File: config.mk
export PLATFORM = sky130hd
export DESIGN_NAME = lcd_4bit_write_sequencer_core
export DESIGN_NICKNAME = d
export VERILOG_FILES = /design/src/hdl/lcd4_pkg.sv /design/src/hdl/lcd_4bit_write_sequencer_core.sv
export SDC_FILE = /design/constraint.sdc
export NUM_CORES = 1
export LEC_CHECK = 0
export BUFFER_PORTS_ARGS = -buffer_cell sky130_fd_sc_hd__clkbuf_2
export CORE_UTILIZATION = 40
export CTS_BUF_LIST = sky130_fd_sc_hd__clkbuf_4 sky130_fd_sc_hd__clkbuf_8
export DETAILED_ROUTE_END_ITERATION = 8
export GPL_TIMING_DRIVEN = 0
export MAX_ROUTING_LAYER = met4
export PLACE_DENSITY_LB_ADDON = 0.25
export SLEW_MARGIN = 15
export SYNTH_ARGS = -nofsm -noshare
export SYNTH_HDL_FRONTEND = slang
export SYNTH_SLANG_ARGS = --single-unit
File: constraint.sdc
create_clock -name clk_i -period 7.8 [get_ports clk_i]
set_input_delay 1.17 -clock clk_i [delete_from_list [all_inputs] [get_ports clk_i]]
set_output_delay 1.17 -clock clk_i [all_outputs]
set_load 0.02 [all_outputs]
File: src/hdl/lcd4_pkg.sv
// ----------------------------------------------------------------------------
// lcd4_pkg
// shared types, constants and the microcode table of the 4-bit lcd sequencer
// ----------------------------------------------------------------------------
package lcd4_pkg;

  localparam int unsigned NUM_ROWS = 4;
  localparam logic [1:0]  ROW_MAX  = 2'(NUM_ROWS - 1);

  localparam logic [1:0] MODE_CMD  = 2'd0;
  localparam logic [1:0] MODE_DATA = 2'd1;
  localparam logic [1:0] MODE_POS  = 2'd2;
  localparam logic [1:0] MODE_PWR  = 2'd3;

  localparam logic [15:0] CYCLES_PER_MS_RST = 16'd16000;

  localparam logic [6:0] HOLD_NONE    = 7'd0;
  localparam logic [6:0] HOLD_STROBE  = 7'd2;
  localparam logic [6:0] HOLD_SETTLE  = 7'd5;
  localparam logic [6:0] HOLD_POWERUP = 7'd100;

  localparam int unsigned NUM_PWR_CMDS = 7;
  localparam logic [2:0]  PWR_IDX_LAST = 3'(NUM_PWR_CMDS - 1);

  // microcode addresses
  localparam logic [2:0] PC_PWR_WAIT  = 3'd0;
  localparam logic [2:0] PC_BYTE_HEAD = 3'd1;

  typedef struct packed {
    logic [1:0] mode;
    logic [7:0] value;
    logic [1:0] row;
    logic [5:0] col;
  } in_item_t;

  typedef struct packed {
    logic       rs;
    logic       enable;
    logic [3:0] nibble;
    logic [6:0] hold_ms;
    logic       last;
  } out_item_t;

  typedef enum logic [1:0] {
    NIB_ZERO,
    NIB_HIGH,
    NIB_LOW
  } nib_sel_e;

  // one control word per microcode step
  typedef struct packed {
    logic       en;
    nib_sel_e   nib_sel;
    logic [6:0] hold;
    logic       byte_end;
  } ctrl_t;

  function automatic ctrl_t ucode_rom(input logic [2:0] pc);
    ctrl_t w;
    unique case (pc)
      3'd0:    w = '{en: 1'b0, nib_sel: NIB_ZERO, hold: HOLD_POWERUP, byte_end: 1'b0};
      3'd1:    w = '{en: 1'b0, nib_sel: NIB_HIGH, hold: HOLD_NONE,    byte_end: 1'b0};
      3'd2:    w = '{en: 1'b1, nib_sel: NIB_HIGH, hold: HOLD_STROBE,  byte_end: 1'b0};
      3'd3:    w = '{en: 1'b0, nib_sel: NIB_LOW,  hold: HOLD_NONE,    byte_end: 1'b0};
      3'd4:    w = '{en: 1'b1, nib_sel: NIB_LOW,  hold: HOLD_STROBE,  byte_end: 1'b0};
      3'd5:    w = '{en: 1'b0, nib_sel: NIB_LOW,  hold: HOLD_SETTLE,  byte_end: 1'b1};
      default: w = '{en: 1'b0, nib_sel: NIB_ZERO, hold: HOLD_NONE,    byte_end: 1'b1};
    endcase
    return w;
  endfunction

  function automatic logic [7:0] row_base(input logic [1:0] row);
    logic [7:0] b;
    unique case (row)
      2'd0:    b = 8'h80;
      2'd1:    b = 8'hC0;
      2'd2:    b = 8'h94;
      default: b = 8'hD4;
    endcase
    return b;
  endfunction

  function automatic logic [7:0] pwr_cmd(input logic [2:0] idx);
    logic [7:0] c;
    unique case (idx)
      3'd0:    c = 8'h33;
      3'd1:    c = 8'h32;
      3'd2:    c = 8'h28;
      3'd3:    c = 8'h0C;
      3'd4:    c = 8'h02;
      3'd5:    c = 8'h01;
      default: c = 8'h06;
    endcase
    return c;
  endfunction

endpackage

File: src/hdl/lcd_4bit_write_sequencer_core.sv
// ----------------------------------------------------------------------------
// lcd_4bit_write_sequencer_core
// microcoded sequencer turning lcd requests into timed 4-bit bus phases
// ----------------------------------------------------------------------------
//
//  channel  direction  handshake              payload
//  -------  ---------  ---------------------  -----------------------------
//  in       sink       in_valid_i/in_stall_o  in_item_i  (mode,value,row,col)
//  out      source     out_valid_o/out_stall_i out_item_o (rs,enable,nibble,
//                                                          hold_ms,last)
//  cfg      sink       cfg_we_i               cfg_wdata_i (cycles_per_ms)
//
// - one item per request; a byte gives five phase items and nine ms of hold,
//   so a command, data or position request holds the bus for nine ms plus
//   the output handshake of each phase
// - a power-up request gives 36 items and 163 ms of hold
// - the hold timer (ms counter and cycles-per-ms prescaler) paces every hold
// - reset clears the sequencer to idle and cycles_per_ms to 16000
// - an output stall freezes the step counter; the hold starts once the
//   phase item is taken, and in_stall_o is high until the final hold ends
//
module lcd_4bit_write_sequencer_core (
  input  logic                 clk_i,
  input  logic                 rst_ni,
  input  logic                 in_valid_i,
  output logic                 in_stall_o,
  input  lcd4_pkg::in_item_t   in_item_i,
  output logic                 out_valid_o,
  input  logic                 out_stall_i,
  output lcd4_pkg::out_item_t  out_item_o,
  input  logic                 cfg_we_i,
  input  logic [15:0]          cfg_wdata_i
);
  import lcd4_pkg::*;

  typedef enum logic [1:0] {
    ST_IDLE,
    ST_EMIT,
    ST_HOLD
  } state_e;

  state_e      state_q;
  logic [2:0]  pc_q;         // microcode step counter
  logic [7:0]  byte_q;       // byte being sent
  logic        rs_q;         // register select of that byte
  logic        pwr_q;        // power-up program running
  logic [2:0]  cmd_idx_q;    // index into the power-up command list
  logic [6:0]  ms_q;         // remaining hold in ms
  logic [15:0] cyc_q;        // cycles within the current ms
  logic [15:0] cpm_q;        // cycles_per_ms register

  ctrl_t       ctrl;
  logic        more_bytes;
  logic        out_fire;
  logic        in_fire;
  logic        ms_tick;

  // advance result
  logic        adv_done;
  logic [2:0]  adv_pc;
  logic [7:0]  adv_byte;
  logic [2:0]  adv_idx;

  // request decode
  logic [1:0]  row_sat;
  logic [7:0]  req_byte;
  logic        req_rs;

  assign ctrl       = ucode_rom(pc_q);
  assign more_bytes = pwr_q && (cmd_idx_q != PWR_IDX_LAST);
  assign out_fire   = out_valid_o && !out_stall_i;
  assign in_fire    = in_valid_i && !in_stall_o;
  assign ms_tick    = (cyc_q == (cpm_q - 16'd1));

  assign in_stall_o  = (state_q != ST_IDLE);
  assign out_valid_o = (state_q == ST_EMIT);

  // phase levels straight from the control word and the byte register
  always_comb begin
    out_item_o.rs      = rs_q;
    out_item_o.enable  = ctrl.en;
    out_item_o.hold_ms = ctrl.hold;
    out_item_o.last    = ctrl.byte_end && !more_bytes;
    unique case (ctrl.nib_sel)
      NIB_HIGH: out_item_o.nibble = byte_q[7:4];
      NIB_LOW:  out_item_o.nibble = byte_q[3:0];
      default:  out_item_o.nibble = 4'h0;
    endcase
  end

  // next step: fall through, or loop back to the byte head for the next
  // power-up command, or finish
  always_comb begin
    adv_done = 1'b0;
    adv_pc   = pc_q + 3'd1;
    adv_byte = byte_q;
    adv_idx  = cmd_idx_q;
    if (ctrl.byte_end) begin
      if (more_bytes) begin
        adv_pc   = PC_BYTE_HEAD;
        adv_idx  = cmd_idx_q + 3'd1;
        adv_byte = pwr_cmd(cmd_idx_q + 3'd1);
      end else begin
        adv_done = 1'b1;
      end
    end
  end

  // byte and register select of a new request
  always_comb begin
    row_sat  = (in_item_i.row > ROW_MAX) ? ROW_MAX : in_item_i.row;
    req_rs   = 1'b0;
    req_byte = in_item_i.value;
    unique case (in_item_i.mode)
      MODE_CMD:  req_byte = in_item_i.value;
      MODE_DATA: req_rs   = 1'b1;
      MODE_POS:  req_byte = row_base(row_sat) + {2'b00, in_item_i.col};
      default:   req_byte = pwr_cmd(3'd0);
    endcase
  end

  always_ff @(posedge clk_i or negedge rst_ni) begin
    if (!rst_ni) begin
      state_q   <= ST_IDLE;
      pc_q      <= '0;
      byte_q    <= '0;
      rs_q      <= 1'b0;
      pwr_q     <= 1'b0;
      cmd_idx_q <= '0;
      ms_q      <= '0;
      cyc_q     <= '0;
      cpm_q     <= CYCLES_PER_MS_RST;
    end else begin
      if (cfg_we_i) begin
        cpm_q <= cfg_wdata_i;
      end
      unique case (state_q)
        ST_IDLE: begin
          if (in_fire) begin
            state_q   <= ST_EMIT;
            byte_q    <= req_byte;
            rs_q      <= req_rs;
            pwr_q     <= (in_item_i.mode == MODE_PWR);
            cmd_idx_q <= '0;
            pc_q      <= (in_item_i.mode == MODE_PWR) ? PC_PWR_WAIT : PC_BYTE_HEAD;
          end
        end
        ST_EMIT: begin
          if (out_fire) begin
            if (ctrl.hold != HOLD_NONE) begin
              state_q <= ST_HOLD;
              ms_q    <= ctrl.hold;
              cyc_q   <= '0;
            end else if (adv_done) begin
              state_q <= ST_IDLE;
            end else begin
              pc_q      <= adv_pc;
              byte_q    <= adv_byte;
              cmd_idx_q <= adv_idx;
            end
          end
        end
        ST_HOLD: begin
          if (ms_tick) begin
            cyc_q <= '0;
            if (ms_q == 7'd1) begin
              if (adv_done) begin
                state_q <= ST_IDLE;
              end else begin
                state_q   <= ST_EMIT;
                pc_q      <= adv_pc;
                byte_q    <= adv_byte;
                cmd_idx_q <= adv_idx;
              end
            end else begin
              ms_q <= ms_q - 7'd1;
            end
          end else begin
            cyc_q <= cyc_q + 16'd1;
          end
        end
        default: begin
          state_q <= ST_IDLE;
        end
      endcase
    end
  end

endmodule

==> summary.txt, run 1 <==
status: completed
Via Count: 3473
critical path's slowest cell: dfrtp_1
placed instance area: 4590 um^2
row cnt: 36
unrepaired setup endpoints after global routing: no
top cell type by total area after synthesis: dfrtp_1
Post-Place Cells: 641
Initial Util: 41.8%
Commonest cells post-synth: dfrtp_1 (51), nand2_1 (48), nor2_1 (40)
Design Power: 805 uW
Final Max Tran Viols: 0
leakage: 2.20 nW
r2r setup slk: 4360 ps
sequential area share after synthesis: 34.6%
GP Congestion: 0.860
Setup CP Type: reg -> out
Crit path depth: 9
share of synthesized registers carrying an async set or reset: 100%
CORE AREA: 9910 um^2
YS warnings: 0
clock buffer depth: 2
crit path max fanout: 9
R2R depth: 11
Final Cell Area: 4800 um^2
vias in the first global route: 3513
Slew @ Worst Pin: 883 ps
Clock power frac: 37.6%
hold depth: 2
maximum vdd drop: 0.000113 V
DR pass1 iterations: 4
global-route wire length before repair: 16300 um
fin crit period: 3450 ps
CP delay by family, top: buffers and inverters
postcts setup bufs: 0
Top Ports: 55
Post-Route Skew: 11.4 ps
hold_buf cts: 0
CTS Buf Count: 9
largest net degree at the start of global routing: 34
max_slew headroom: 40.6%
die width: 104 um
grt ovf: 0
Worst setup SP type: register
reg-to-reg startpoint: cpm_q[0]
Final #Nets: 582
DRC: 0
Tot GR Track Use: 19.2%
Sequential Power Share: 44.0%
Critical Path Start: pc_q[2]
share of cells above drive strength 1: 22.7%
Buf/Inv on CP: 4
Iteration-0 DRC Markers: 125
hpwl dp: 7150 um
#FFs+latches synth: 57
switching power: 234 uW
worst min path class: reg -> reg
count leader, synth: dfrtp_1
crit path DAT: 2280 ps
antenna violations before repair: 0
syn avg cell area: 9.10 um^2
total wire length: 9440 um
dpl ws: 4390 ps
die area: 10800 um^2
Die Span Y: 104 um
R2R Path End: cyc_q[14]
Worst-path clk slew: 70 ps
H-tree Lvls: 3
Logic pwr share: 18.3%
Root Driver: clkbuf_8
CTS tree: done
top cells by area, synth: dfrtp_1 (31%), ha_1 (7.3%), nand2_1 (4.4%), dfstp_2 (3.8%), mux2_2 (3.8%)
setup TNS: 0 ps
crit share post-route: 44.2%
Main synth FF type: dfrtp_1
worst skew pair latency: 350 ps
crit end category: primary output
Cells after Synth: 455
remaining antenna violation count: 0
Peak Freq: 290 MHz
Max Cap Viol: 0
critical path data required time: 6630 ps
CTS sink cnt: 57
Hold Vio Cnt, Final: 0
Synth-to-Final Area Change: 16.0%
Synth Cell Area: 4140 um^2
max incr delay on CP: 330 ps
Vias/cell: 5.29
synth unique cells: 69
setup slack after layout: 4350 ps
n_diodes: 0
IO buf count: 51
P per Cell Area: 167 nW/um^2
Pint: 570 uW
final setup fails: 0
post-CTS sizing: 0
Layout Cells excl Fill: 657
layout filler cell count: 950
EDFF count, synth: 0
Setup crit end: out_item_o[10]
wire per inst: 14.4 um
switch share: 29.1%
worst-path cell chain: clkbuf_1 > inv_1 > ha_1 > mux2i_1 > inv_1 > ha_1 > a22oi_1 > nor2_1 > clkbuf_2
Yosys top cell area share: 30.8%
-- cell usage in the layout (no fill, tap or decap), types with 3 or more instances in the layout --
master,netlist,layout
nor3_1,14,14
buf_4,6,6
a41o_1,3,3
dfstp_2,6,6
o21ai_0,20,20
a221oi_1,3,3
clkbuf_1,12,12
a221o_1,3,3
inv_1,31,31
mux2_2,14,14
and2_1,5,5
dfrtp_1,51,51
and3_1,3,3
clkbuf_8,0,12
clkbuf_4,0,3
nor3b_1,3,3
nand3_1,14,14
a31oi_1,5,5
and4_1,5,5
nand2_1,48,48
xor2_1,16,16
xnor2_1,17,17
a21oi_1,13,13
a22oi_1,6,6
nand2b_1,6,6
buf_6,3,3
nand4_1,10,10
o2bb2ai_1,5,5
mux2_4,5,5
clkbuf_2,1,51
nor2_1,40,40
or3_1,4,4
mux2i_1,8,8
ha_1,24,24
o22ai_1,3,3
-- flip-flops by register name (all words and copies together), names as in the netlist --
name / flops
byte_q: 8
cmd_idx_q: 3
cpm_q: 16
cyc_q: 16
ms_q: 7
pc_q: 3
pwr_q: 1
rs_q: 1
state_q: 2
-- layout make-up --
cell class / count / area (um^2) / area share (%)
plain buffers: 25 / 159 / 3.31
clock buffers: 14 / 180 / 3.75
clock inverters: 2 / 35.0 / 0.729
inverters: 31 / 116 / 2.42
multi-input cells: 343 / 2440 / 50.7
flip-flops and latches: 57 / 1430 / 29.8
well taps: 133 / 166 / 3.46
repair buffers: 52 / 278 / 5.78
-- power by group through the flow --
stage / sequential, mW / clock [mW] / combinational [mW]
floorplan: 0.351 / 0 / 0.107
global placement: 0.358 / 0 / 0.140
detailed placement: 0.359 / 0 / 0.146
CTS: 0.354 / 0.307 / 0.149
global route: 0.359 / 0.317 / 0.164
finish: 0.354 / 0.303 / 0.147
-- per-stage QoR --
| stage | hold slack [ps] | utilization [%] |
|---|---|---|
| floorplan | 451 | - |
| global placement | 475 | 46.1 |
| detailed placement | 481 | 46.3 |
| CTS | 499 | 48.5 |
| global route | 528 | 48.5 |
| finish | 496 | 48.5 |
-- per-layer routing --
layer,track usage (%),routed length (um)
met3,2.64,199
met1,22.8,4410
met2,32.1,4590
met5,-,0
met4,9.39,233
-- logic make-up (layout without fill, tap and decap cells) --
group,Yosys count,in the layout,synth area share [%]
buffers and inverters,56,124,6.65
adder cells (fa/ha/maj),24,24,7.25
AND/OR/NAND/NOR,172,172,22.1
flip-flops,57,57,34.6
XOR/XNOR,33,33,6.98
other,1,2,0.0905
AO/OA/AOI/OAI,85,85,14.8
multiplexers,27,27,7.55
-- worst register-to-register path, delay by kind of cell (launching register included) --
kind / cells / cell delay [ps]
flops: 1 / 450
simple gates: 5 / 1430
compound gates: 2 / 680
xor+xnor: 1 / 130
buf+inv: 2 / 380
fa+ha+maj: 1 / 260
-- worst min-delay path by stage --
| stage | start | endpoint | slack [ps] |
|---|---|---|---|
| after floorplan | rs_q | rs_q | 450 |
| after global placement | rs_q | rs_q | 470 |
| after detailed placement | rs_q | rs_q | 480 |
| after CTS | rs_q | rs_q | 500 |
| after global routing | rs_q | rs_q | 530 |
| final | rs_q | rs_q | 500 |
Note: power is estimated with default switching activity, not from simulation.
==> run 2: changes to the inputs <==
==> constraint.sdc (replaced) <==
create_clock -name clk_i -period 2.9 [get_ports clk_i]
set_input_delay 0.435 -clock clk_i [delete_from_list [all_inputs] [get_ports clk_i]]
set_output_delay 0.435 -clock clk_i [all_outputs]
set_load 0.02 [all_outputs]
==> run 2 against run 1 <==
  * The flow now finishes with violations (negative setup slack)
  * Largest cell class unchanged
  * Die area is the same
  * Clock power rose to 2.6 times the previous value
  * Sequential share of layout area fell by 1.5 points
  * Critical path type is now reg -> reg
  * Setup slack lost 4400 ps
  * Highest routed layer unchanged
  * Critical endpoint is now byte_q[5]
  * Critical path depth increased by 1
  * Register-to-register slack lost 4400 ps
  * Global-route usage increased by 0.13 points
  * Final cell count is 2.7% higher
==> summary.txt, run 2 (synthesized netlist as in run 1, its figures left out) <==
Worst-path clk slew: 70 ps (about the same)
fin crit period: 2940 ps
unrepaired setup endpoints after global routing: yes
Peak Freq: 341 MHz
vias in the first global route: 3572 (+1.7%)
critical path data required time: 3120 ps (-3510 ps)
DR pass1 iterations: 4 (unchanged)
Final Max Tran Viols: 0 (unchanged)
worst skew pair latency: 340 ps (about the same)
Max Cap Viol: 0 (unchanged)
crit end category: register
remaining antenna violation count: 0 (unchanged)
setup TNS: -145 ps (-145 ps)
Hold Vio Cnt, Final: 0 (unchanged)
FF/Latch Area: 1440 um^2 (about the same)
Design Power: 2.18 mW (+170%)
critical path's slowest cell: or4_1
final setup fails: 5 (+5)
GP Congestion: 0.864 (+0.43%)
Layout Cells excl Fill: 675 (+2.7%)
Worst setup SP type: register
dpl ws: -367 ps (-4760 ps)
Synth-to-Final Area Change: 22.3%
Hold Slack: 21.4 ps (-475 ps)
Logic pwr share: 20.9% (+2.6 points)
Root Driver: clkbuf_8
most common cell after layout, fill and taps aside: clkbuf_2
CTS tree: done
Tot GR Track Use: 19.3% (+0.13 points)
Vias/cell: 5.33 (+0.89%)
worst min path class: in -> async
setup slack after layout: -35.8 ps (-4390 ps)
Post-Route Skew: 12.6 ps (+1.22 ps)
crit share post-route: 101%
status: complete, but fails checks
global-route wire length before repair: 16500 um (+1.4%)
fin util: 51.1% (+2.6 points)
placed instance area: 4600 um^2 (+0.30%)
maximum vdd drop: 0.000215 V (+91%)
DRC: 0 (unchanged)
CORE AREA: 9910 um^2 (unchanged)
switch share: 30.2% (+1.1 points)
crit path max fanout: 9 (unchanged)
grt ovf: 0 (unchanged)
r2r setup slk: -40 ps (-4400 ps)
Top Ports: 55 (unchanged)
Pint: 1.52 mW (+170%)
switching power: 658 uW (+180%)
area occupied by multi-input gates: 2550 um^2 (+4.9%)
largest net degree at the start of global routing: 34 (unchanged)
clock buffer depth: 2 (unchanged)
Via Count: 3600 (+3.7%)
CTS sink cnt: 57 (unchanged)
hold_buf cts: 0 (unchanged)
Die Span Y: 104 um (unchanged)
wire per inst: 14.2 um (-1.2%)
Final #Nets: 600 (+3.1%)
die width: 104 um (unchanged)
share of cells above drive strength 1: 29.3% (+6.6 points)
H-tree Lvls: 3 (unchanged)
CP delay by family, top: simple AND/OR/NAND/NOR gates
P per Cell Area: 430 nW/um^2 (+160%)
most frequent cells in the layout: clkbuf_2 (51), dfrtp_1 (50), nand2_1 (46), nor2_1 (39), inv_1 (29)
Top Registers: cpm_q x16, cyc_q x16, byte_q x8
layout filler cell count: 957 (+0.74%)
Post-Place Cells: 641 (unchanged)
hpwl dp: 7040 um (-1.5%)
Clock power frac: 35.4% (-2.2 points)
worst-path cell chain: buf_6 > or4_1 > o21a_1 > o41a_1 > o31ai_2 > and4_1 > a21o_4 > and3_4 > buf_12 > mux2_4
total wire length: 9580 um (+1.5%)
Initial Util: 41.8% (unchanged)
die area: 10800 um^2 (unchanged)
Sequential Power Share: 43.7% (-0.3 points)
Slew @ Worst Pin: 929 ps (+45.8 ps)
antenna violations before repair: 0 (unchanged)
Buf/Inv on CP: 2 (-2)
Iteration-0 DRC Markers: 160 (+28%)
crit path DAT: 3160 ps (+880 ps)
row cnt: 36 (unchanged)
n_diodes: 0 (unchanged)
max incr delay on CP: 560 ps (+230 ps)
Final Cell Area: 5070 um^2 (+5.4%)
IO buf count: 51 (unchanged)
leakage: 2.30 nW (+4.8%)
max_slew headroom: 37.5% (-3.1 points)
failing checks: negative setup slack
CTS Buf Count: 9 (unchanged)
Setup CP Type: reg -> reg
## run 2: routing by layer
metal,vias up,wire length [um],GRT usage [%]
li1,1782,-,-
met1,1741,4440,23.8
met2,58,4670,32.0
met3,19,243,2.33
met4,0,230,8.47
met5,-,0,-
## run 2: area by class of cell
cell class	instances	area share (%)
multi-input combinational	343	50.4
sequential	57	28.3
timing repair buffer	71	8.59
tap	133	3.28
clock buffer	13	3.16
buffer	24	3.11
inverter	31	2.30
clock inverter	3	0.790
## run 2: worst reg2reg max path: stages (launching register included)
cell,delay (ps)
dfrtp_1,370
buf_6,140
or4_1,560
o21a_1,230
o41a_1,410
o31ai_2,90
and4_1,260
a21o_4,130
and3_4,200
buf_12,130
mux2_4,300
## run 2: path summary, 6_finish.rpt
kind | endpoint | cells past startpoint | start
worst max-delay path | byte_q[5] | 10 | cpm_q[2]
worst min-delay path | cpm_q[3] | 1 | rst_ni
max in group asynchronous | ms_q[2] | 2 | rst_ni
worst min register to register | rs_q | 2 | rs_q
worst max register to register | byte_q[5] | 10 | cpm_q[2]
min in group clk_i | cpm_q[1] | 3 | cfg_wdata_i[1]
## run 2: timing repair
action / in CTS / in global routing
buffers inserted: 15 / 5
resized for setup: 9 / 16
pin swaps: 6 / 15
endpoints found under the setup margin: 34 / 36
## run 2: power groups by stage
stage | clock [mW] | sequential (mW) | combinational [mW]
after floorplan | 0 | 0.946 | 0.291
after global placement | 0 | 0.964 | 0.380
after detailed placement | 0 | 0.967 | 0.394
after CTS | 0.787 | 0.951 | 0.426
after global routing | 0.830 | 0.964 | 0.504
final | 0.773 | 0.952 | 0.456
